$ cat config.mk
export PLATFORM = sky130hd
export DESIGN_NAME = rau_mul
export DESIGN_NICKNAME = d
export VERILOG_FILES = /design/src/rtl/rau_pkg.sv /design/src/rtl/rau_mul.sv
export SDC_FILE = /design/constraint.sdc
export NUM_CORES = 2
export LEC_CHECK = 0
export BUFFER_PORTS_ARGS = -buffer_cell sky130_fd_sc_hd__buf_4
export CAP_MARGIN = 20
export CORE_MARGIN = 2
export CORE_UTILIZATION = 60
export DETAILED_ROUTE_END_ITERATION = 10
export PLACE_DENSITY = 0.79
export SLEW_MARGIN = 20
export SYNTH_ARGS = -nofsm -noshare
export SYNTH_HDL_FRONTEND = slang
export SYNTH_SLANG_ARGS = --single-unit
export TNS_END_PERCENT = 10
$ cat constraint.sdc
create_clock -name clock -period 20.8 [get_ports clock]
set_clock_uncertainty 0.05 [all_clocks]
set_input_delay 4.16 -clock clock [delete_from_list [all_inputs] [get_ports clock]]
set_output_delay 4.16 -clock clock [all_outputs]
set_load 0.02 [all_outputs]
$ cat src/rtl/rau_pkg.sv
// ----------------------------------------------------------------------------
// Rational arithmetic unit package
// Operation and status codes shared by the rational arithmetic unit modules.
// ----------------------------------------------------------------------------
`default_nettype none

package rau_pkg;

   typedef enum logic [2:0] {
      OP_ADD    = 3'd0,
      OP_SUB    = 3'd1,
      OP_MUL    = 3'd2,
      OP_DIV    = 3'd3,
      OP_EQUAL  = 3'd4,
      OP_LESS   = 3'd5,
      OP_TO_INT = 3'd6,
      OP_NONE   = 3'd7
   } op_type;

   typedef enum logic [1:0] {
      STATUS_OK       = 2'd0,
      STATUS_ZERO_DEN = 2'd1,
      STATUS_OVERFLOW = 2'd2
   } status_type;

   localparam int unsigned MAG_BITS  = 32;
   localparam int unsigned WIDE_BITS = 64;

endpackage

`default_nettype wire

$ cat src/rtl/rau_mul.sv
// ----------------------------------------------------------------------------
// Rational arithmetic unit multiplier
// Shared unsigned 32 x 32 multiplier with a registered 64-bit product.
// ----------------------------------------------------------------------------
`default_nettype none

module rau_mul (
   input  wire logic                                clock,
   input  wire logic [rau_pkg::MAG_BITS-1:0]        mul_a,
   input  wire logic [rau_pkg::MAG_BITS-1:0]        mul_b,
   output logic      [rau_pkg::WIDE_BITS-1:0]       mul_prod
);

   logic [rau_pkg::WIDE_BITS-1:0] prod_ff;

   always_ff @(posedge clock) begin
      prod_ff <= rau_pkg::WIDE_BITS'(mul_a) * rau_pkg::WIDE_BITS'(mul_b);
   end

   assign mul_prod = prod_ff;

endmodule

`default_nettype wire

==> metrics.md <==
| Metric | Value |
|---|---|
| Run status | `finished clean` |
| # rows | `88` |
| CTS tree | `yes` |
| Die area | `59700 sq um` |
| Sequential-to-total area share from yosys stat | `0.0369` |
| Slew headroom | `0.485` |
| Fmax | `0.0864 GHz` |
| Maximum number of pins on one net before global-route repair | `33` |
| RSZ-0062 raised after global routing | `false` |
| Mean area per synthesized cell | `9.25 sq um` |
| CTS Sinks | `64` |
| DRC | `0` |
| Synth Cell Area | `34700 sq um` |
| Via count | `25.3k` |
| Reg clk slew, reported paths | `60 ps` |
| Worst-margin pin slew | `767 ps` |
| CTS Buffer Depth | `2` |
| Crit path to | `mul_prod[62]` |
| Critical-path maximum fanout | `32` |
| I/O Buffers | `128` |
| Synth Register Bits | `64` |
| Worst EP required | `21010 ps` |
| Number of synthesis warnings | `0` |
| Post-layout minimum cycle time | `11570 ps` |
| Number of flip-flops in the largest register | `64` |
| Netlist cell types | `57` |
| Ys flop type | `dfxtp_1` |
| Slew Viols, Final | `0` |
| Diodes inserted | `0` |
| GRT Resource Usage Total | `0.315` |
| Post-DRT Antenna Nets | `0` |
| Hold_buf cts | `0` |
| Layout area overhead | `4.09%` |
| CTS H-tree lvls | `3` |
| Post-DR wirelength/cell | `20.1 microns` |
| Vias in the first global route | `28.1k` |
| Mapped Cells | `3748` |
| Setup bufs post-CTS | `0` |
| Number of CTS-inserted buffers | `9` |
| I/O pin cnt | `129` |
| Syn nets | `4972` |
| Crit end category | `flop` |
| Core Area | `57400 sq um` |
| Share of cells above drive strength 1 | `0.0436` |
| Crit path from | `mul_b[10]` |
| Max-Cap Viols | `0` |
| Yosys top cell area share | `0.517` |
| Crit start category | `primary input` |
| Initial antenna violation count | `0` |
| Worst setup path class | `in2reg` |
| Synth area leaders | `fa_1 52%, and2_1 11%, ha_1 9.5%` |
| Chip width | `244 microns` |
| Hold Path Class | `in2reg` |
| Initial Util | `0.604` |
| Final count of hold timing violations | `0` |
| Grt ovf | `0` |
| Critical Path AT | `11790 ps` |
| Avg Vias per Cell | `5.69` |
| Setup violators final | `0` |
| Post-synth EDFFs | `0` |
| Total Neg Setup Slack | `0 ps` |
| Initial DRC count | `1553` |
| Post-DP HPWL | `70400 microns` |
| First-pass GRT wire length | `146000 microns` |
| Gpl congestion | `0.930` |
| Synth area leader | `fa_1` |
| Clock root cell | `clkbuf_16` |
| Drt first pass iters | `8` |
| Post-CTS Resized | `0` |
| Routed WL | `89300 microns` |
| Nets | `4891` |
| Fraction of registers with async set/reset | `0` |
| Commonest cells post-synth | `896 x fa_1, 865 x inv_1, 602 x and2_1` |
| Final period util | `0.556` |
| Die Y | `244 microns` |
| Count leader, synth | `fa_1` |
==> critical path, stage by stage <==
cell	delay [ps]
buf_4	360
and2_1	220
fa_1	440
fa_1	580
inv_1	70
fa_1	460
fa_1	560
inv_1	60
fa_1	680
fa_1	480
fa_1	510
fa_1	410
ha_1	420
nand4_1	130
or4_1	550
or3_1	360
a31oi_1	490
a31o_2	320
a211oi_1	120
o21ai_1	170
xor2_1	200
==> per-layer routing <==
| metal | global-route usage | vias up | share of wire |
|---|---|---|---|
| met5 | 0 | - | 0 |
| met1 | 0.369 | 13039 | 0.35 |
| li1 | - | 10681 | - |
| met4 | 0.204 | 0 | 0.077 |
| met2 | 0.544 | 1174 | 0.50 |
| met3 | 0.0441 | 371 | 0.071 |
==> how the worst min path moves through the flow <==
stage	endpoint	from	slack, ps	cells after the start
3_5_place_dp	mul_prod[52]	mul_prod[52]	4520	1
4_1_cts	mul_prod[0]	mul_a[0]	4260	2
2_1_floorplan	mul_prod[0]	mul_b[0]	4240	1
3_3_place_gp	mul_prod[13]	mul_prod[13]	4520	1
5_1_grt	mul_prod[0]	mul_a[0]	4280	2
6_report	mul_prod[0]	mul_a[0]	4270	2
==> metrics by stage <==
step	setup WS [ps]	hold WS [ps]	std cells	area (sq um)	util
after global placement	9110	4520	4421	35800	0.623
after CTS	9370	4260	4437	36100	0.629
final	9230	4270	4437	36100	0.629
after global routing	8990	4280	4437	36100	0.629
after floorplan	9840	4240	3748	34700	-
after detailed placement	9060	4520	4421	35800	0.623
==> cell usage in the layout (no fill, tap or decap), drive strengths merged, types with 25 or more instances in the layout <==
cell type / count
and2: 602
inv: 865
nand2: 480
dfxtp: 64
xor2: 25
a21oi: 66
a21o: 40
o21ai: 26
xnor2: 35
buf: 128
fa: 896
ha: 263
==> logic make-up (layout without fill, tap and decap cells) <==
group | Yosys count | after routing | share of synthesized area
AOI/OAI and AO/OA | 202 | 202 | 0.0415
xor gates and xnor gates | 60 | 60 | 0.0152
adders and majority gates | 1159 | 1159 | 0.612
buffers and inverters | 1085 | 1009 | 0.118
DFF | 64 | 64 | 0.0369
muxes | 1 | 1 | 0.000289
and+or+nand+nor | 1177 | 1177 | 0.176
==> final cells by class <==
type                            count  area, sq um
Sequential cell                    64         1280
Timing Repair Buffer              128          961
Clock inverter                      4         76.3
Multi-Input combinational cell   2599        29300
Clock buffer                       12          256
Fill cell                        4734        21300
Tap cell                          765          957
Inverter                          865         3250
Power is left out: the tool's default activity adds up to more than one toggle a clock period on the data nets, which glitch-free logic cannot reach.
