==> src/rtl/rau_pkg.sv <==
// ----------------------------------------------------------------------------
// Rational arithmetic unit package
// Operation and status codes shared by the rational arithmetic unit modules.
// ----------------------------------------------------------------------------
`default_nettype none

package rau_pkg;

   typedef enum logic [2:0] {
      OP_ADD    = 3'd0,
      OP_SUB    = 3'd1,
      OP_MUL    = 3'd2,
      OP_DIV    = 3'd3,
      OP_EQUAL  = 3'd4,
      OP_LESS   = 3'd5,
      OP_TO_INT = 3'd6,
      OP_NONE   = 3'd7
   } op_type;

   typedef enum logic [1:0] {
      STATUS_OK       = 2'd0,
      STATUS_ZERO_DEN = 2'd1,
      STATUS_OVERFLOW = 2'd2
   } status_type;

   localparam int unsigned MAG_BITS  = 32;
   localparam int unsigned WIDE_BITS = 64;

endpackage

`default_nettype wire

==> src/rtl/rau_gcd.sv <==
// ----------------------------------------------------------------------------
// Rational arithmetic unit gcd engine
// Binary gcd over 64-bit magnitudes, one shift or subtract per cycle.
// ----------------------------------------------------------------------------
`default_nettype none

module rau_gcd (
   input  wire logic                                clock,
   input  wire logic                                reset,
   input  wire logic                                gcd_start,
   input  wire logic [rau_pkg::WIDE_BITS-1:0]       gcd_x,
   input  wire logic [rau_pkg::WIDE_BITS-1:0]       gcd_y,
   output logic                                     gcd_done,
   output logic      [rau_pkg::WIDE_BITS-1:0]       gcd_result
);

   logic [rau_pkg::WIDE_BITS-1:0] x_ff, x_in, y_ff, y_in, g_ff, g_in;
   logic [5:0]                    k_ff, k_in;
   logic                          busy_ff, busy_in, done_ff, done_in;

   always_comb begin
      x_in    = x_ff;
      y_in    = y_ff;
      k_in    = k_ff;
      g_in    = g_ff;
      busy_in = busy_ff;
      done_in = 1'b0;
      if (gcd_start) begin
         x_in    = gcd_x;
         y_in    = gcd_y;
         k_in    = '0;
         busy_in = 1'b1;
      end else if (busy_ff) begin
         priority if (x_ff == '0) begin
            g_in    = y_ff << k_ff;
            busy_in = 1'b0;
            done_in = 1'b1;
         end else if (y_ff == '0) begin
            g_in    = x_ff << k_ff;
            busy_in = 1'b0;
            done_in = 1'b1;
         end else if (!x_ff[0] && !y_ff[0]) begin
            x_in = x_ff >> 1;
            y_in = y_ff >> 1;
            k_in = k_ff + 6'd1;
         end else if (!x_ff[0]) begin
            x_in = x_ff >> 1;
         end else if (!y_ff[0]) begin
            y_in = y_ff >> 1;
         end else if (x_ff >= y_ff) begin
            x_in = (x_ff - y_ff) >> 1;
         end else begin
            y_in = (y_ff - x_ff) >> 1;
         end
      end
   end

   always_ff @(posedge clock) begin
      if (reset) begin
         busy_ff <= 1'b0;
         done_ff <= 1'b0;
      end else begin
         busy_ff <= busy_in;
         done_ff <= done_in;
      end
      x_ff <= x_in;
      y_ff <= y_in;
      k_ff <= k_in;
      g_ff <= g_in;
   end

   assign gcd_done   = done_ff;
   assign gcd_result = g_ff;

endmodule

`default_nettype wire

==> config.mk <==
export PLATFORM = sky130hd
export DESIGN_NAME = rau_gcd
export DESIGN_NICKNAME = d
export VERILOG_FILES = /design/src/rtl/rau_pkg.sv /design/src/rtl/rau_gcd.sv
export SDC_FILE = /design/constraint.sdc
export NUM_CORES = 1
export LEC_CHECK = 0
export ABC_AREA = 0
export BUFFER_PORTS_ARGS = -buffer_cell sky130_fd_sc_hd__buf_2
export CAP_MARGIN = 20
export CORE_MARGIN = 2
export CORE_UTILIZATION = 40
export DETAILED_ROUTE_END_ITERATION = 8
export GPL_TIMING_DRIVEN = 1
export PLACE_DENSITY = 0.64
export SYNTH_ARGS = -nofsm -noshare
export SYNTH_HDL_FRONTEND = slang
export SYNTH_SLANG_ARGS = --single-unit
export TNS_END_PERCENT = 1
==> constraint.sdc <==
create_clock -name clock -period 9.65 [get_ports clock]
set_clock_uncertainty 0.1 [all_clocks]
set_input_delay 0.965 -clock clock [delete_from_list [all_inputs] [get_ports clock]]
set_output_delay 0.965 -clock clock [all_outputs]
set_load 0.01 [all_outputs]
==> results_dict.tcl <==
set metrics [dict create \
    fin_nets 2833 \
    dieWidth_um 232.3 \
    path_buf_inv 2 \
    clock-root-buffer "clkbuf_16" \
    grt-ovfl-total 0 \
    initial_utilization_pct 40.56 \
    hp-class "primary input to flop" \
    fin_cells 3263 \
    grt_pass1_vias 19899 \
    postLayoutCoreUtil_pct 44.39 \
    post-route-min-period_ns 5.270 \
    synth-seq-cells 200 \
    dpl.cell_count 3231 \
    crit_path_end_kind "flop" \
    worstSetupPathType "flop to flop" \
    layout_commonest_cell "a21oi_1" \
    final_antenna_net_count 0 \
    postCtsSetupBuffers 0 \
    synth_top_area_share_pct 27.65 \
    setup_ws_ns 4.380 \
    place_ws_ns 4.551 \
    synth_cells 2504 \
    synth_area_leaders "edfxtp_1, a21oi_1, ha_1" \
    yosys.area_share.simple_pct 12.88 \
    worst_ep_arrival_time_ns 5.45 \
    postSynth.asyncResetShare_pct 0 \
    rsz0062_at_grt "no" \
    drtPass1Iterations 6 \
    critPathLaunchType "flop" \
    drt_iter0_drc 2873 \
    antenna-diode-count 0 \
    dpl.hpwl_mm 69.73 \
    crit_family "compound AO/OA/AOI/OAI gates" \
    synth_seq_area_share_pct 28.42 \
    crit_path_cell_trace "inv_1, ha_1, a21o_1, nor3_1, a211oi_1, nor3_2, a31oi_1, a211o_1, a21oi_4, and2_1, buf_4, a221oi_1, a21oi_1" \
    setup_violations 0 \
    synth_nets 2767 \
    clkLatencyLatePin_ns 0.53 \
    yosys_warnings 0 \
    critical_path_required_ns 9.83 \
    grt_max_degree 111 \
    synth_compound_area_share_pct 29.16 \
    timing.final.hold_violations 0 \
    grt_usage_pct 32.59 \
    dieHeight_um 232.3 \
    ir_drop_uv 163.0 \
    num_vias 21325 \
    clkTransAtPathRegs_ns 0.09 \
    post-synth-top-area-cell "edfxtp_1" \
    layout-drive-gt1-share_pct 12.85 \
    io-pin-count 196 \
    portBuffers 195 \
    numCtsBuffers 17 \
    rows 83 \
    path_max_fanout 29 \
    synthAdderAreaFrac_pct 7.993 \
    finalMaxSlewViolations 0 \
    final_cell_mix "a21oi_1, inv_1, nand2_1" \
    postCtsHoldBufs 0 \
    worstMarginPinSlew_ns 1.209 \
    p_per_area_nw_per_um2 217.5 \
    ys.flop_type "edfxtp_1" \
    cts_htree_levels 4 \
    synthMuxAreaShare_pct 8.815 \
    synth-edff-count 192 \
    dieArea_um2 53970 \
    post-route-period-util_pct 54.61 \
    grt_pass1_wl_mm 129.7 \
    synth_xor_area_share_pct 5.083 \
    syn_area_um2 20850 \
    fmax_ghz 0.1898 \
    cp_slowest_cell "a21oi_4" \
    clock-sinks 200 \
    maxCapViolCount 0 \
    p_leak_uw 0.009707 \
    status "finished clean" \
    cts_resized 0 \
    crit_path_max_incr_delay_ns 0.65 \
    antenna_found_initial 1 \
    tritoncts "yes" \
    gp_congestion 1.011 \
    totalWireLength_mm 88.91 \
    cts_max_path_buffers 2 \
    finalSetupTns_ns 0 \
    ys_types 79 \
    postSynthAreaPerCell_um2 8.327 \
    synth_top_family_by_area "compound AO/OA/AOI/OAI gates" \
    coreArea_um2 51410 \
    drc_errors 0 \
    power_uw 4963 \
    relSlewSlack_pct 19.41 \
    viasPerCell 6.535 \
    wl_per_cell_um 27.25 \
    syn2layout_area_growth_pct 9.451 \
]
worst paths after layout:
check               start        to  slack [ns]  cells after the start
hold reg to reg   busy_ff   x_ff[0]        0.64                      2
setup reg to reg  x_ff[7]  y_ff[40]        4.38                     13
setup / recovery  x_ff[7]  y_ff[40]        4.38                     13
hold / removal      reset  gcd_done        0.57                      2
routing by layer:
layer  up-vias  global-route usage (%)  wire [um]
li1       9500                       -          -
met1     10344                   44.53      37210
met2      1271                   48.58      38180
met3       208                   6.631       8685
met4         2                   16.53       4816
met5         -                       0         15
sequential cells by signal, summed over array words and instances, names as in the netlist:
register / flops
gcd_result: 64
x_ff: 64
y_ff: 64
k_ff: 6
busy_ff: 1
gcd_done: 1
through the flow:
step	hold slack (ns)	cell area, um2
final	0.5681	22820
after CTS	0.5779	22820
after floorplan	0.4715	20850
after global routing	0.5896	22820
after global placement	0.6077	22200
after detailed placement	0.6179	22200
cell families (layout without fill, tap and decap cells):
kind of cell | count (synthesis) | after routing
AO/OA/AOI/OAI | 937 | 937
AND/OR/NAND/NOR | 572 | 572
XOR/XNOR | 121 | 121
flip-flops | 200 | 200
adder cells (fa/ha/maj) | 132 | 132
buffers and inverters | 404 | 483
multiplexers | 138 | 138
cell type report:
| cell class | count | area [um2] |
|---|---|---|
| clock buffers | 18 | 429.2 |
| clock inverters | 14 | 188.9 |
| fillers | 5161 | 28580 |
| inverters | 224 | 840.8 |
| multi-input cells | 1900 | 13360 |
| flip-flops and latches | 200 | 5927 |
| well taps | 680 | 850.8 |
| repair buffers | 227 | 1221 |
power by group:
part           total, uW  leakage [uW]  switching [uW]  internal [uW]
logic               2860       0.00748            1900            960
registers           1310       0.00192             201           1110
clock network        796      0.000303             418            378
total               4960       0.00971            2520           2440
synth_stat cells (all sizes together) (46+ instances only):
| library cell | n |
|---|---|
| a21o | 50 |
| a21oi | 354 |
| a221oi | 87 |
| a22oi | 66 |
| buf | 52 |
| clkbuf | 128 |
| edfxtp | 192 |
| ha | 130 |
| inv | 223 |
| mux2i | 97 |
| nand2 | 212 |
| nand4 | 46 |
| nor2 | 140 |
| o21ai | 145 |
| xnor2 | 71 |
| xor2 | 50 |
(Power assumes the default switching activity.)
