[src/rtl/rau_pkg.sv]
// ----------------------------------------------------------------------------
// Rational arithmetic unit package
// Operation and status codes shared by the rational arithmetic unit modules.
// ----------------------------------------------------------------------------
`default_nettype none

package rau_pkg;

   typedef enum logic [2:0] {
      OP_ADD    = 3'd0,
      OP_SUB    = 3'd1,
      OP_MUL    = 3'd2,
      OP_DIV    = 3'd3,
      OP_EQUAL  = 3'd4,
      OP_LESS   = 3'd5,
      OP_TO_INT = 3'd6,
      OP_NONE   = 3'd7
   } op_type;

   typedef enum logic [1:0] {
      STATUS_OK       = 2'd0,
      STATUS_ZERO_DEN = 2'd1,
      STATUS_OVERFLOW = 2'd2
   } status_type;

   localparam int unsigned MAG_BITS  = 32;
   localparam int unsigned WIDE_BITS = 64;

endpackage

`default_nettype wire

[src/rtl/rau_div.sv]
// ----------------------------------------------------------------------------
// Rational arithmetic unit divider
// Restoring 64-bit unsigned divider, one quotient bit per cycle.
// ----------------------------------------------------------------------------
`default_nettype none

module rau_div (
   input  wire logic                                clock,
   input  wire logic                                reset,
   input  wire logic                                div_start,
   input  wire logic [rau_pkg::WIDE_BITS-1:0]       div_dividend,
   input  wire logic [rau_pkg::WIDE_BITS-1:0]       div_divisor,
   output logic                                     div_done,
   output logic      [rau_pkg::WIDE_BITS-1:0]       div_quotient
);

   logic [rau_pkg::WIDE_BITS:0]   rem_ff, rem_in, rem_sh;
   logic [rau_pkg::WIDE_BITS-1:0] quo_ff, quo_in, dsr_ff, dsr_in;
   logic [5:0]                    cnt_ff, cnt_in;
   logic                          busy_ff, busy_in, done_ff, done_in;

   always_comb begin
      rem_in  = rem_ff;
      quo_in  = quo_ff;
      dsr_in  = dsr_ff;
      cnt_in  = cnt_ff;
      busy_in = busy_ff;
      done_in = 1'b0;
      rem_sh  = {rem_ff[rau_pkg::WIDE_BITS-1:0], quo_ff[rau_pkg::WIDE_BITS-1]};
      if (div_start) begin
         rem_in  = '0;
         quo_in  = div_dividend;
         dsr_in  = div_divisor;
         cnt_in  = '0;
         busy_in = 1'b1;
      end else if (busy_ff) begin
         if (rem_sh >= {1'b0, dsr_ff}) begin
            rem_in = rem_sh - {1'b0, dsr_ff};
            quo_in = {quo_ff[rau_pkg::WIDE_BITS-2:0], 1'b1};
         end else begin
            rem_in = rem_sh;
            quo_in = {quo_ff[rau_pkg::WIDE_BITS-2:0], 1'b0};
         end
         cnt_in = cnt_ff + 6'd1;
         if (cnt_ff == 6'd63) begin
            busy_in = 1'b0;
            done_in = 1'b1;
         end
      end
   end

   always_ff @(posedge clock) begin
      if (reset) begin
         busy_ff <= 1'b0;
         done_ff <= 1'b0;
      end else begin
         busy_ff <= busy_in;
         done_ff <= done_in;
      end
      rem_ff <= rem_in;
      quo_ff <= quo_in;
      dsr_ff <= dsr_in;
      cnt_ff <= cnt_in;
   end

   assign div_done     = done_ff;
   assign div_quotient = quo_ff;

endmodule

`default_nettype wire

[config.mk]
export PLATFORM = sky130hd
export DESIGN_NAME = rau_div
export DESIGN_NICKNAME = d
export VERILOG_FILES = /design/src/rtl/rau_pkg.sv /design/src/rtl/rau_div.sv
export SDC_FILE = /design/constraint.sdc
export NUM_CORES = 1
export LEC_CHECK = 0
export ABC_AREA = 1
export BUFFER_PORTS_ARGS = -buffer_cell sky130_fd_sc_hd__buf_2
export CAP_MARGIN = 20
export CORE_UTILIZATION = 45
export CTS_CLUSTER_DIAMETER = 200
export DETAILED_ROUTE_END_ITERATION = 10
export GPL_TIMING_DRIVEN = 0
export PLACE_DENSITY = 0.7
export REMOVE_ABC_BUFFERS = 1
export SETUP_SLACK_MARGIN = 0.3
export SLEW_MARGIN = 30
export SYNTH_ARGS = -nofsm -noshare
export SYNTH_HDL_FRONTEND = slang
export SYNTH_SLANG_ARGS = --single-unit
[constraint.sdc]
create_clock -name clock -period 3.5 [get_ports clock]
set_clock_uncertainty 0.1 [all_clocks]
set_input_delay 0.875 -clock clock [delete_from_list [all_inputs] [get_ports clock]]
set_output_delay 0.875 -clock clock [all_outputs]
set_load 0.005 [all_outputs]
==> flow_metrics.env, run 1 <==
export IMPL_status="complete, no violations"
export IMPL_crit_top_cell="nand2_1"
export IMPL_insertion_delay_ns=0.48
export IMPL_power_leakage_nw=9.17
export IMPL_routabilityCongestion=0.980
export IMPL_path_class="flip-flop to flip-flop"
export IMPL_max_freq_mhz=328
export IMPL_io_pins=196
export IMPL_final_common_cell="nand2_1"
export IMPL_cp_start_kind="flip-flop"
export IMPL_rsz0062_at_grt="no"
export IMPL_register_area_mm2=0.00529
export IMPL_cpLargestDelayFamily="simple AND/OR/NAND/NOR gates"
export IMPL_dpl_instance_area_mm2=0.0158
export IMPL_most_common_layout_cells="904 x nand2_1, 432 x inv_1, 194 x buf_2"
export IMPL_chipWidth_um=181
export IMPL_synth_edf_count=128
export IMPL_reg2reg_depth=15
export IMPL_routedWlPerCell_um=15.7
export IMPL_path_cells="inv_1, ha_1, nand2_1, nor2_4, nand2_2, nor2_2, nand2_1, o21ai_2, nor2_4, buf_16, buf_16, nand2_4, nand2_1, nand3_1, nand2_1"
export IMPL_overflow=0
export IMPL_diodes=0
export IMPL_timing_rr_end="rem_ff[47]"
export IMPL_cts_tree="done"
export IMPL_ys_ff_latch=200
export IMPL_post_cts_setup_buffers=0
export IMPL_fin_util_pct=52.4
export IMPL_grt_pass1_wl_um=69000
export IMPL_hp_class="flip-flop to flip-flop"
export IMPL_rrSetupSlack_ns=0.45
export IMPL_dieArea_mm2=0.0327
export IMPL_crit_buf_inv=3
export IMPL_cts_hold_buf=0
export IMPL_multiInputGateArea_mm2=0.00719
export IMPL_initial_core_util_pct=45.7
export IMPL_area_growth_syn_to_layout_pct=14.8
export IMPL_timing_rr_start="dsr_ff[30]"
export IMPL_cp_max_fo=24
export IMPL_min_period_ns=3.05
export IMPL_maxSlewViolCount=0
export IMPL_vias=13600
export IMPL_end_kind="flip-flop"
export IMPL_synth_cell_types=40
export IMPL_drtIter0Drc=1064
export IMPL_max_slew_worst_pin_slew_ns=0.479
export IMPL_endpoint="rem_ff[47]"
export IMPL_synthCells=2177
export IMPL_clockBufferDepth=2
export IMPL_h_tree_depth=4
export IMPL_rows=65
export IMPL_clk_pin_slew_ns=0.08
export IMPL_finalSetupViolCount=0
export IMPL_avgSynthCellArea_um2=6.60
export IMPL_hold_viol=0
export IMPL_drive_gt1_share_pct=13.1
export IMPL_die_height_um=181
export IMPL_cp_num_cells=15
export IMPL_ctsRootBufferMaster="clkbuf_16"
export IMPL_drc=0
export IMPL_slowest_delay_ns=0.39
export IMPL_grt_max_degree=84
export IMPL_drv_cap=0
export IMPL_finalWirelength_um=43500
export IMPL_cts_made_buffers=17
export IMPL_fin_crit_sh_pct=87.2
export IMPL_cp_slowest_cell="edfxtp_1"
export IMPL_track_usage_pct=27.1
export IMPL_postRouteAntennaNets=0
export IMPL_synth_main_ff_cell="edfxtp_1"
export IMPL_synth_area_mm2=0.0144
export IMPL_antenna_found_initial=0
export IMPL_design_area_mm2=0.0165
export IMPL_vias_per_cell=4.92
export IMPL_n_fill_cell=3180
export IMPL_power_per_cell_area_mw_per_mm2=339
export IMPL_nNetsFinal=2551
export IMPL_yosysWarnings=0
export IMPL_io_buffer_count=195
export IMPL_crit_path_start="dsr_ff[30]"
export IMPL_vdd_drop_max_v=0.000360
export IMPL_timing_slew_headroom_pct=68.0
export IMPL_coreArea_mm2=0.0315
export IMPL_cts_sinks=200
export IMPL_drtPass1Iterations=6
export IMPL_synthArstFlopShare_pct=0
export IMPL_synth_seq_area_share_pct=36.8
export IMPL_worstPathArrival_ns=3.32
export IMPL_place_hpwl_um=34200
export IMPL_grt_pass1_vias=13100
export IMPL_crit_required_ns=3.77
==> power by group <==
| group | total, W | internal (W) | switching, W | leakage (nW) |
|---|---|---|---|---|
| clock network | 0.00213 | 0.000997 | 0.00114 | 0.300 |
| registers | 0.00274 | 0.00268 | 0.0000681 | 1.86 |
| logic | 0.000724 | 0.000270 | 0.000455 | 7.00 |
| total | 0.00560 | 0.00394 | 0.00166 | 9.17 |
==> cell families after synthesis <==
logic type,count (synthesis),synth area share [%]
xor+xnor,31,1.89
simple gates,1276,37.7
flops,200,36.8
buf+inv,493,13.7
fa+ha+maj,66,5.80
compound gates,111,4.14
==> cell type report <==
cell class / count / share of cell area (%)
clock inverter: 15 / 1.24
clock buffer: 17 / 2.58
sequential: 200 / 32.0
tap: 402 / 3.05
timing repair buffer: 203 / 7.27
inverter: 446 / 10.2
multi-input combinational: 1486 / 43.6
==> synthesized netlist by cell type (2+ instances only) <==
cell type  count  share of area, %
nor2_2         9              0.39
clkbuf_1      21              0.55
ha_1          65               5.7
nand4_1       17              0.74
and2_1         4              0.17
o21ai_1       19              0.66
nand3b_1      35               1.8
edfxtp_1     128                27
xnor2_1       29               1.8
nand3_2       20               1.4
o21bai_1       9              0.47
nor2_1       113               3.0
buf_6         11              0.86
a21oi_1       51               1.8
nand2_4        2              0.16
inv_1        433                11
clkinv_1       4              0.10
nand2_1      905                24
nand2_2       14              0.61
nor3_1        16              0.56
buf_4          5              0.26
nand3_1      131               4.6
dfxtp_1       72                10
xor2_1         2              0.12
nor2_4         7              0.55
buf_2          8              0.28
inv_2          9              0.23
o21ai_0       26              0.91
==> sequential cells by signal, indices dropped and copies added, names as in the netlist <==
register / cells
busy_ff: 1
div_done: 1
rem_ff: 64
cnt_ff: 6
div_quotient: 64
dsr_ff: 64
==> worst register-to-register path: stages (launching register included) <==
cell and delay (ns):
edfxtp_1 0.39, inv_1 0.14, ha_1 0.38, nand2_1 0.15, nor2_4 0.15, nand2_2 0.13
nor2_2 0.15, nand2_1 0.14, o21ai_2 0.21, nor2_4 0.09, buf_16 0.17, buf_16 0.20
nand2_4 0.27, nand2_1 0.14, nand3_1 0.09, nand2_1 0.05
==> metal layers <==
layer | wire length, µm | GRT usage [%]
met1 | 19800 | 35.5
met2 | 20500 | 46.0
met3 | 2580 | 4.52
met4 | 664 | 7.49
met5 | 0 | 0
==> through the flow <==
stage / total power, W / TNS (ns) / hold slack (ns) / setup WS, ns / instances
after global placement: 0.00350 / -840.45 / 0.355 / -5.65 / 2727
after floorplan: 0.00318 / -149.24 / 0.344 / -1.69 / 2130
final: 0.00560 / 0 / 0.374 / 0.447 / 2769
after global routing: 0.00583 / 0 / 0.387 / 0.307 / 2769
after detailed placement: 0.00352 / -0.182 / 0.359 / -0.0869 / 2735
after CTS: 0.00567 / 0 / 0.373 / 0.309 / 2768
==> worst min-delay path by stage <==
stage | from | endpoint | slack [ns] | cells past startpoint
finish | rem_ff[47] | rem_ff[47] | 0.37 | 2
CTS | rem_ff[47] | rem_ff[47] | 0.37 | 2
floorplan | rem_ff[27] | rem_ff[27] | 0.34 | 2
detailed placement | rem_ff[31] | rem_ff[31] | 0.36 | 2
global placement | rem_ff[41] | rem_ff[41] | 0.35 | 2
global route | rem_ff[47] | rem_ff[47] | 0.39 | 2
==> repair_timing <==
action / in CTS / in global routing
pin swaps: 1 / 2
endpoints found under the setup margin: 64 / 64
gates cloned: 1 / 1
resized for setup: 1 / 6
Power figures use the tool's default switching activity.
==> inputs of run 2 (changes only) <==
--- a/config.mk
+++ b/config.mk
@@ -9,4 +9,5 @@
 export BUFFER_PORTS_ARGS = -buffer_cell sky130_fd_sc_hd__buf_2
 export CAP_MARGIN = 20
+export CORE_MARGIN = 2
 export CORE_UTILIZATION = 45
 export CTS_CLUSTER_DIAMETER = 200
@@ -14,4 +15,5 @@
 export GPL_TIMING_DRIVEN = 0
 export PLACE_DENSITY = 0.7
+export RECOVER_POWER = 50
 export REMOVE_ABC_BUFFERS = 1
 export SETUP_SLACK_MARGIN = 0.3
==> constraint.sdc (replaced) <==
create_clock -name clock -period 3.5 [get_ports clock]
set_clock_uncertainty 0.1 [all_clocks]
set_input_delay 0.175 -clock clock [delete_from_list [all_inputs] [get_ports clock]]
set_output_delay 0.175 -clock clock [all_outputs]
set_load 0.005 [all_outputs]
==> run 2 against run 1 <==
Final cell count rose by 4.7%. Flip-flop and latch count did not move. Register-to-register slack improved by 0.02 ns. Clock power fell by 3%. Critical path type unchanged. Critical endpoint is now rem_ff[62]. Largest cell class unchanged. Highest routed layer unchanged.
==> flow_metrics.env, run 2 (synthesis gave the netlist of run 1 again) <==
export IMPL_status="complete, no violations"
export IMPL_finalPower_w=0.00565
export IMPL_power_leakage_nw=9.54
export IMPL_insertion_delay_ns=0.47
export IMPL_finalWirelength_um=46700
export IMPL_most_common_layout_cells="905 x nand2_1, 432 x inv_1, 139 x buf_2"
export IMPL_clockBufferDepth=2
export IMPL_p_sw_w=0.00165
export IMPL_rows=65
export IMPL_chipWidth_um=183
export IMPL_dp_slack_ns=-0.0567
export IMPL_rsz0062_at_grt="yes"
export IMPL_p_clk_share_pct=36.4
export IMPL_ctsRootBufferMaster="clkbuf_16"
export IMPL_drtIter0Drc=1009
export IMPL_diodes=0
export IMPL_reg2reg_depth=11
export IMPL_dpl_instance_area_mm2=0.0158
export IMPL_rrSetupSlack_ns=0.46
export IMPL_place_hpwl_um=34300
export IMPL_cts_tree="done"
export IMPL_layout_setup_ws_ns=0.464
export IMPL_hp_class="primary input to flip-flop"
export IMPL_cp_max_fo=36
export IMPL_vias=14400
export IMPL_io_pins=196
export IMPL_routabilityCongestion=0.951
export IMPL_final_common_cell="nand2_1"
export IMPL_clk_pin_slew_ns=0.09
export IMPL_maxSlewViolCount=0
export IMPL_pwr_share_seq_pct=48.7
export IMPL_die_height_um=183
export IMPL_cts_sinks=200
export IMPL_timing_slew_headroom_pct=64.3
export IMPL_h_tree_depth=4
export IMPL_drive_gt1_share_pct=10.0
export IMPL_max_slew_worst_pin_slew_ns=0.533
export IMPL_postRouteAntennaNets=0
export IMPL_hold_viol=0
export IMPL_p_int_w=0.00400
export IMPL_drv_cap=0
export IMPL_antenna_found_initial=0
export IMPL_coreArea_mm2=0.0315
export IMPL_setup_tns_ns=0
export IMPL_min_period_ns=3.04
export IMPL_io_buffer_count=195
export IMPL_cp_start_kind="flip-flop"
export IMPL_grt_pass1_wl_um=73300
export IMPL_timing_rr_end="rem_ff[62]"
export IMPL_min_from="reset"
export IMPL_grt_max_degree=97
export IMPL_pwr_share_comb_pct=14.9
export IMPL_dieArea_mm2=0.0334
export IMPL_cts_made_buffers=17
export IMPL_min_path_cells=3
export IMPL_timing_rr_start="rem_ff[42]"
export IMPL_vdd_drop_max_v=0.000371
export IMPL_design_area_mm2=0.0177
export IMPL_n_fill_cell=3071
export IMPL_track_usage_pct=28.2
export IMPL_crit_required_ns=3.78
export IMPL_finalSetupViolCount=0
export IMPL_drtPass1Iterations=7
export IMPL_initial_core_util_pct=45.7
export IMPL_vias_per_cell=4.96
export IMPL_fin_util_pct=56.2
export IMPL_grt_pass1_vias=14200
export IMPL_whs_endpoint="div_done"
export IMPL_end_kind="flip-flop"
export IMPL_routedWlPerCell_um=16.1
export IMPL_overflow=0
export IMPL_nNetsFinal=2681
export IMPL_max_freq_mhz=329
export IMPL_path_class="flip-flop to flip-flop"
export IMPL_area_growth_syn_to_layout_pct=23.1
export IMPL_fin_crit_sh_pct=86.7
export IMPL_post_cts_setup_buffers=0
export IMPL_drc=0
export IMPL_power_per_cell_area_mw_per_mm2=319
export IMPL_p_sw_share_pct=29.2
export IMPL_worstPathArrival_ns=3.31
run 2: final cells by class:
type / instances / area [µm²] / share of cell area, %
multi-input combinational: 1486 / 7190 / 40.6
sequential: 200 / 5290 / 29.9
timing repair buffer: 333 / 2420 / 13.7
inverter: 446 / 1690 / 9.53
tap: 402 / 503 / 2.84
clock buffer: 18 / 429 / 2.43
clock inverter: 14 / 180 / 1.02
run 2: metal layers:
metal,vias to the layer above,GRT usage [%],wire [µm],share of wire [%]
met3,74,5.86,3480,7.5
met4,0,10.3,1550,3.3
met5,-,0,0,0
li1,7247,-,-,-
met2,528,47.4,21600,46
met1,6531,35.7,20000,43
run 2: how the worst max path moves through the flow:
stage | startpoint | to | slack, ns
after CTS | rem_ff[42] | rem_ff[17] | 0.33
after global placement | div_start | div_quotient[7] | -4.95
after detailed placement | rem_ff[42] | rem_ff[52] | -0.06
after global routing | dsr_ff[52] | rem_ff[10] | 0.25
final | rem_ff[42] | rem_ff[62] | 0.46
after floorplan | busy_ff | div_quotient[0] | -1.17
run 2: power by group through the flow:
stage	clock network [W]	registers, W	logic [W]
global route	0.00219	0.00277	0.000930
detailed placement	0	0.00279	0.000728
CTS	0.00210	0.00275	0.000839
finish	0.00206	0.00275	0.000843
global placement	0	0.00280	0.000703
floorplan	0	0.00279	0.000385
run 2: through the flow:
step | hold WS (ns) | std cells
after floorplan | 0.154 | 2130
after global placement | 0.252 | 2727
after detailed placement | 0.253 | 2735
after CTS | 0.292 | 2898
after global routing | 0.303 | 2899
final | 0.311 | 2899
run 2: what timing repair did:
item | in CTS | in global routing
gates cloned | 1 | 1
endpoints found under the setup margin | 64 | 64
gates resized for setup | 1 | 3
pin swaps | 1 | 1
endpoints found under the hold margin | 145 | 0
hold buffers | 130 | 0
run 2: worst max-delay path: stages, from the launching register on:
cell and delay, ns:
dfxtp_1 0.37, ha_1 0.51, nand2_1 0.16, nor2_2 0.19
nand2_1 0.19, nor3_4 0.33, nand2_8 0.22, buf_12 0.28
nand2_4 0.31, nand3_1 0.15, nand2_1 0.10, nand2_1 0.04
==> inputs of run 3 (changes only) <==
- CORE_UTILIZATION: 45 -> 53
- PLACE_DENSITY: 0.7 -> 0.8
==> run 3 against run 2 <==
Non-clock buffer count stayed put. First-iteration DRC count is 24% higher. Core utilization is 9.5 points higher. Power hardly changed. Count of clock-buffer cells in the layout is 1 higher. Register-to-register slack worse by 0.08 ns. The run now ends with capacitance limit, slew limit left. Die area is 15% lower. Maximum frequency is 2.7% lower. Setup slack worse by 0.083 ns. Sequential power hardly changed.
==> flow_metrics.env, run 3 (synthesis gave the netlist of run 1 again) <==
export IMPL_status="finished, violations left"
export IMPL_violations="capacitance limit, slew limit"
export IMPL_max_freq_mhz=321
export IMPL_diodes=0
export IMPL_pwr_share_seq_pct=48.8
export IMPL_path_cells="inv_1, ha_1, nand2_1, nor2_1, nand2_1, inv_2, nand2_1, nor3_4, nand2_4, buf_12, nand2_8, nand3_1, nand2_1, nand2_1"
export IMPL_min_period_ns=3.12
export IMPL_most_common_layout_cells="903 x nand2_1, 433 x inv_1, 174 x buf_2"
export IMPL_n_fill_cell=2348
export IMPL_min_from="div_start"
export IMPL_grt_pass1_vias=13900
export IMPL_crit_required_ns=3.75
export IMPL_max_slew_worst_pin_slew_ns=2.07
export IMPL_drc=0
export IMPL_finalSetupViolCount=0
export IMPL_grt_max_degree=74
export IMPL_maxSlewViolCount=145
export IMPL_finalWirelength_um=47200
export IMPL_p_clk_share_pct=36.0
export IMPL_hold_ws_ns=0.0278
export IMPL_drtIter0Drc=1251
export IMPL_drtPass1Iterations=5
export IMPL_vias=14600
export IMPL_min_path_cells=1
export IMPL_fin_crit_sh_pct=89.1
export IMPL_nNetsFinal=2682
export IMPL_hp_class="primary input to flip-flop"
export IMPL_dieArea_mm2=0.0285
export IMPL_path_class="flip-flop to flip-flop"
export IMPL_cp_start_kind="flip-flop"
export IMPL_end_kind="flip-flop"
export IMPL_die_height_um=169
export IMPL_h_tree_depth=4
export IMPL_cts_made_buffers=17
export IMPL_reg2reg_depth=14
export IMPL_slowest_delay_ns=0.44
export IMPL_p_sw_w=0.00164
export IMPL_routedWlPerCell_um=16.6
export IMPL_routabilityCongestion=0.987
export IMPL_crit_top_cell="nand2_1"
export IMPL_cts_sinks=200
export IMPL_cts_tree="done"
export IMPL_antenna_found_initial=0
export IMPL_rrSetupSlack_ns=0.38
export IMPL_io_buffer_count=195
export IMPL_finalPower_w=0.00565
export IMPL_vias_per_cell=5.14
export IMPL_initial_core_util_pct=53.6
export IMPL_insertion_delay_ns=0.47
export IMPL_timing_rr_end="rem_ff[53]"
export IMPL_hold_viol=0
export IMPL_drive_gt1_share_pct=11.6
export IMPL_cp_max_fo=45
export IMPL_worstPathArrival_ns=3.37
export IMPL_multiInputGateArea_mm2=0.00721
export IMPL_clockBufferDepth=2
export IMPL_chipWidth_um=169
export IMPL_drv_cap=2
export IMPL_cp_slowest_cell="ha_1"
export IMPL_pwr_share_comb_pct=15.3
export IMPL_grt_pass1_wl_um=73000
export IMPL_final_common_cell="nand2_1"
export IMPL_coreArea_mm2=0.0268
export IMPL_postRouteAntennaNets=0
export IMPL_timing_slew_headroom_pct=-37.8
export IMPL_rsz0062_at_grt="yes"
export IMPL_place_hpwl_um=33800
export IMPL_power_per_cell_area_mw_per_mm2=321
export IMPL_timing_rr_start="dsr_ff[53]"
export IMPL_whs_endpoint="dsr_ff[53]"
export IMPL_fin_util_pct=65.7
export IMPL_p_sw_share_pct=29.1
export IMPL_rows=60
export IMPL_register_area_mm2=0.00529
export IMPL_track_usage_pct=33.1
export IMPL_clk_pin_slew_ns=0.07
export IMPL_vdd_drop_max_v=0.000345
export IMPL_power_leakage_nw=9.63
export IMPL_ctsRootBufferMaster="clkbuf_16"
export IMPL_io_pins=196
export IMPL_p_int_w=0.00400
export IMPL_overflow=0
export IMPL_area_growth_syn_to_layout_pct=22.5
==> run 3: worst max-delay path: cells and delay by family, from the launching register on <==
kind / cells / cell delay, ns
flip-flops: 1 / 0.33
adder cells (fa/ha/maj): 1 / 0.44
buffers and inverters: 3 / 0.39
AND/OR/NAND/NOR: 10 / 1.69
==> run 3: final cells by class <==
cell class,count,share of cell area [%]
multi-input cells,1487,40.9
flip-flops and latches,200,30.0
repair buffers,333,13.8
inverters,446,9.55
clock buffers,19,2.51
well taps,341,2.42
clock inverters,13,0.753
==> run 3: metal layers <==
metal	track usage [%]	vias up	share of wire, %
met5	0	-	0
met4	10.3	0	2.8
li1	-	7257	-
met3	5.89	77	8.4
met2	56.0	651	46
met1	43.1	6603	43
==> run 3: power by group through the flow <==
| stage | Clock [W] | Sequential (W) | Combinational (W) |
|---|---|---|---|
| after floorplan | 0 | 0.00279 | 0.000385 |
| after global placement | 0 | 0.00280 | 0.000693 |
| after detailed placement | 0 | 0.00279 | 0.000722 |
| after CTS | 0.00205 | 0.00274 | 0.000834 |
| after global routing | 0.00212 | 0.00276 | 0.000943 |
| final | 0.00203 | 0.00275 | 0.000862 |
==> run 3: stage by stage <==
step / cells / setup slack [ns] / TNS [ns] / cell area, µm²
6_report: 2839 / 0.382 / 0 / 17600
4_1_cts: 2836 / 0.332 / 0 / 17600
3_5_place_dp: 2674 / -0.160 / -0.864 / 15700
2_1_floorplan: 2130 / -1.17 / -101.44 / 14100
5_1_grt: 2839 / 0.248 / 0 / 17600
3_3_place_gp: 2666 / -4.67 / -664.18 / 15500
==> run 3: how the worst max path moves through the flow <==
stage          startpoint          endpoint  cells past startpoint  slack, ns
2_1_floorplan     busy_ff   div_quotient[0]                      2      -1.17
3_3_place_gp    div_start  div_quotient[63]                      3      -4.67
3_5_place_dp   dsr_ff[62]        rem_ff[53]                     12      -0.16
4_1_cts        dsr_ff[62]        rem_ff[53]                     12       0.33
5_1_grt        dsr_ff[51]        rem_ff[53]                     14       0.25
6_report       dsr_ff[53]        rem_ff[53]                     14       0.38
==> run 3: timing repair <==
item / in CTS / in global routing
buffers inserted: 0 / 1
resized for setup: 3 / 6
pin swaps: 1 / 3
endpoints found under the hold margin: 130 / 0
cloned: 1 / 2
endpoints found under the setup margin: 64 / 64
hold buffers: 129 / 0
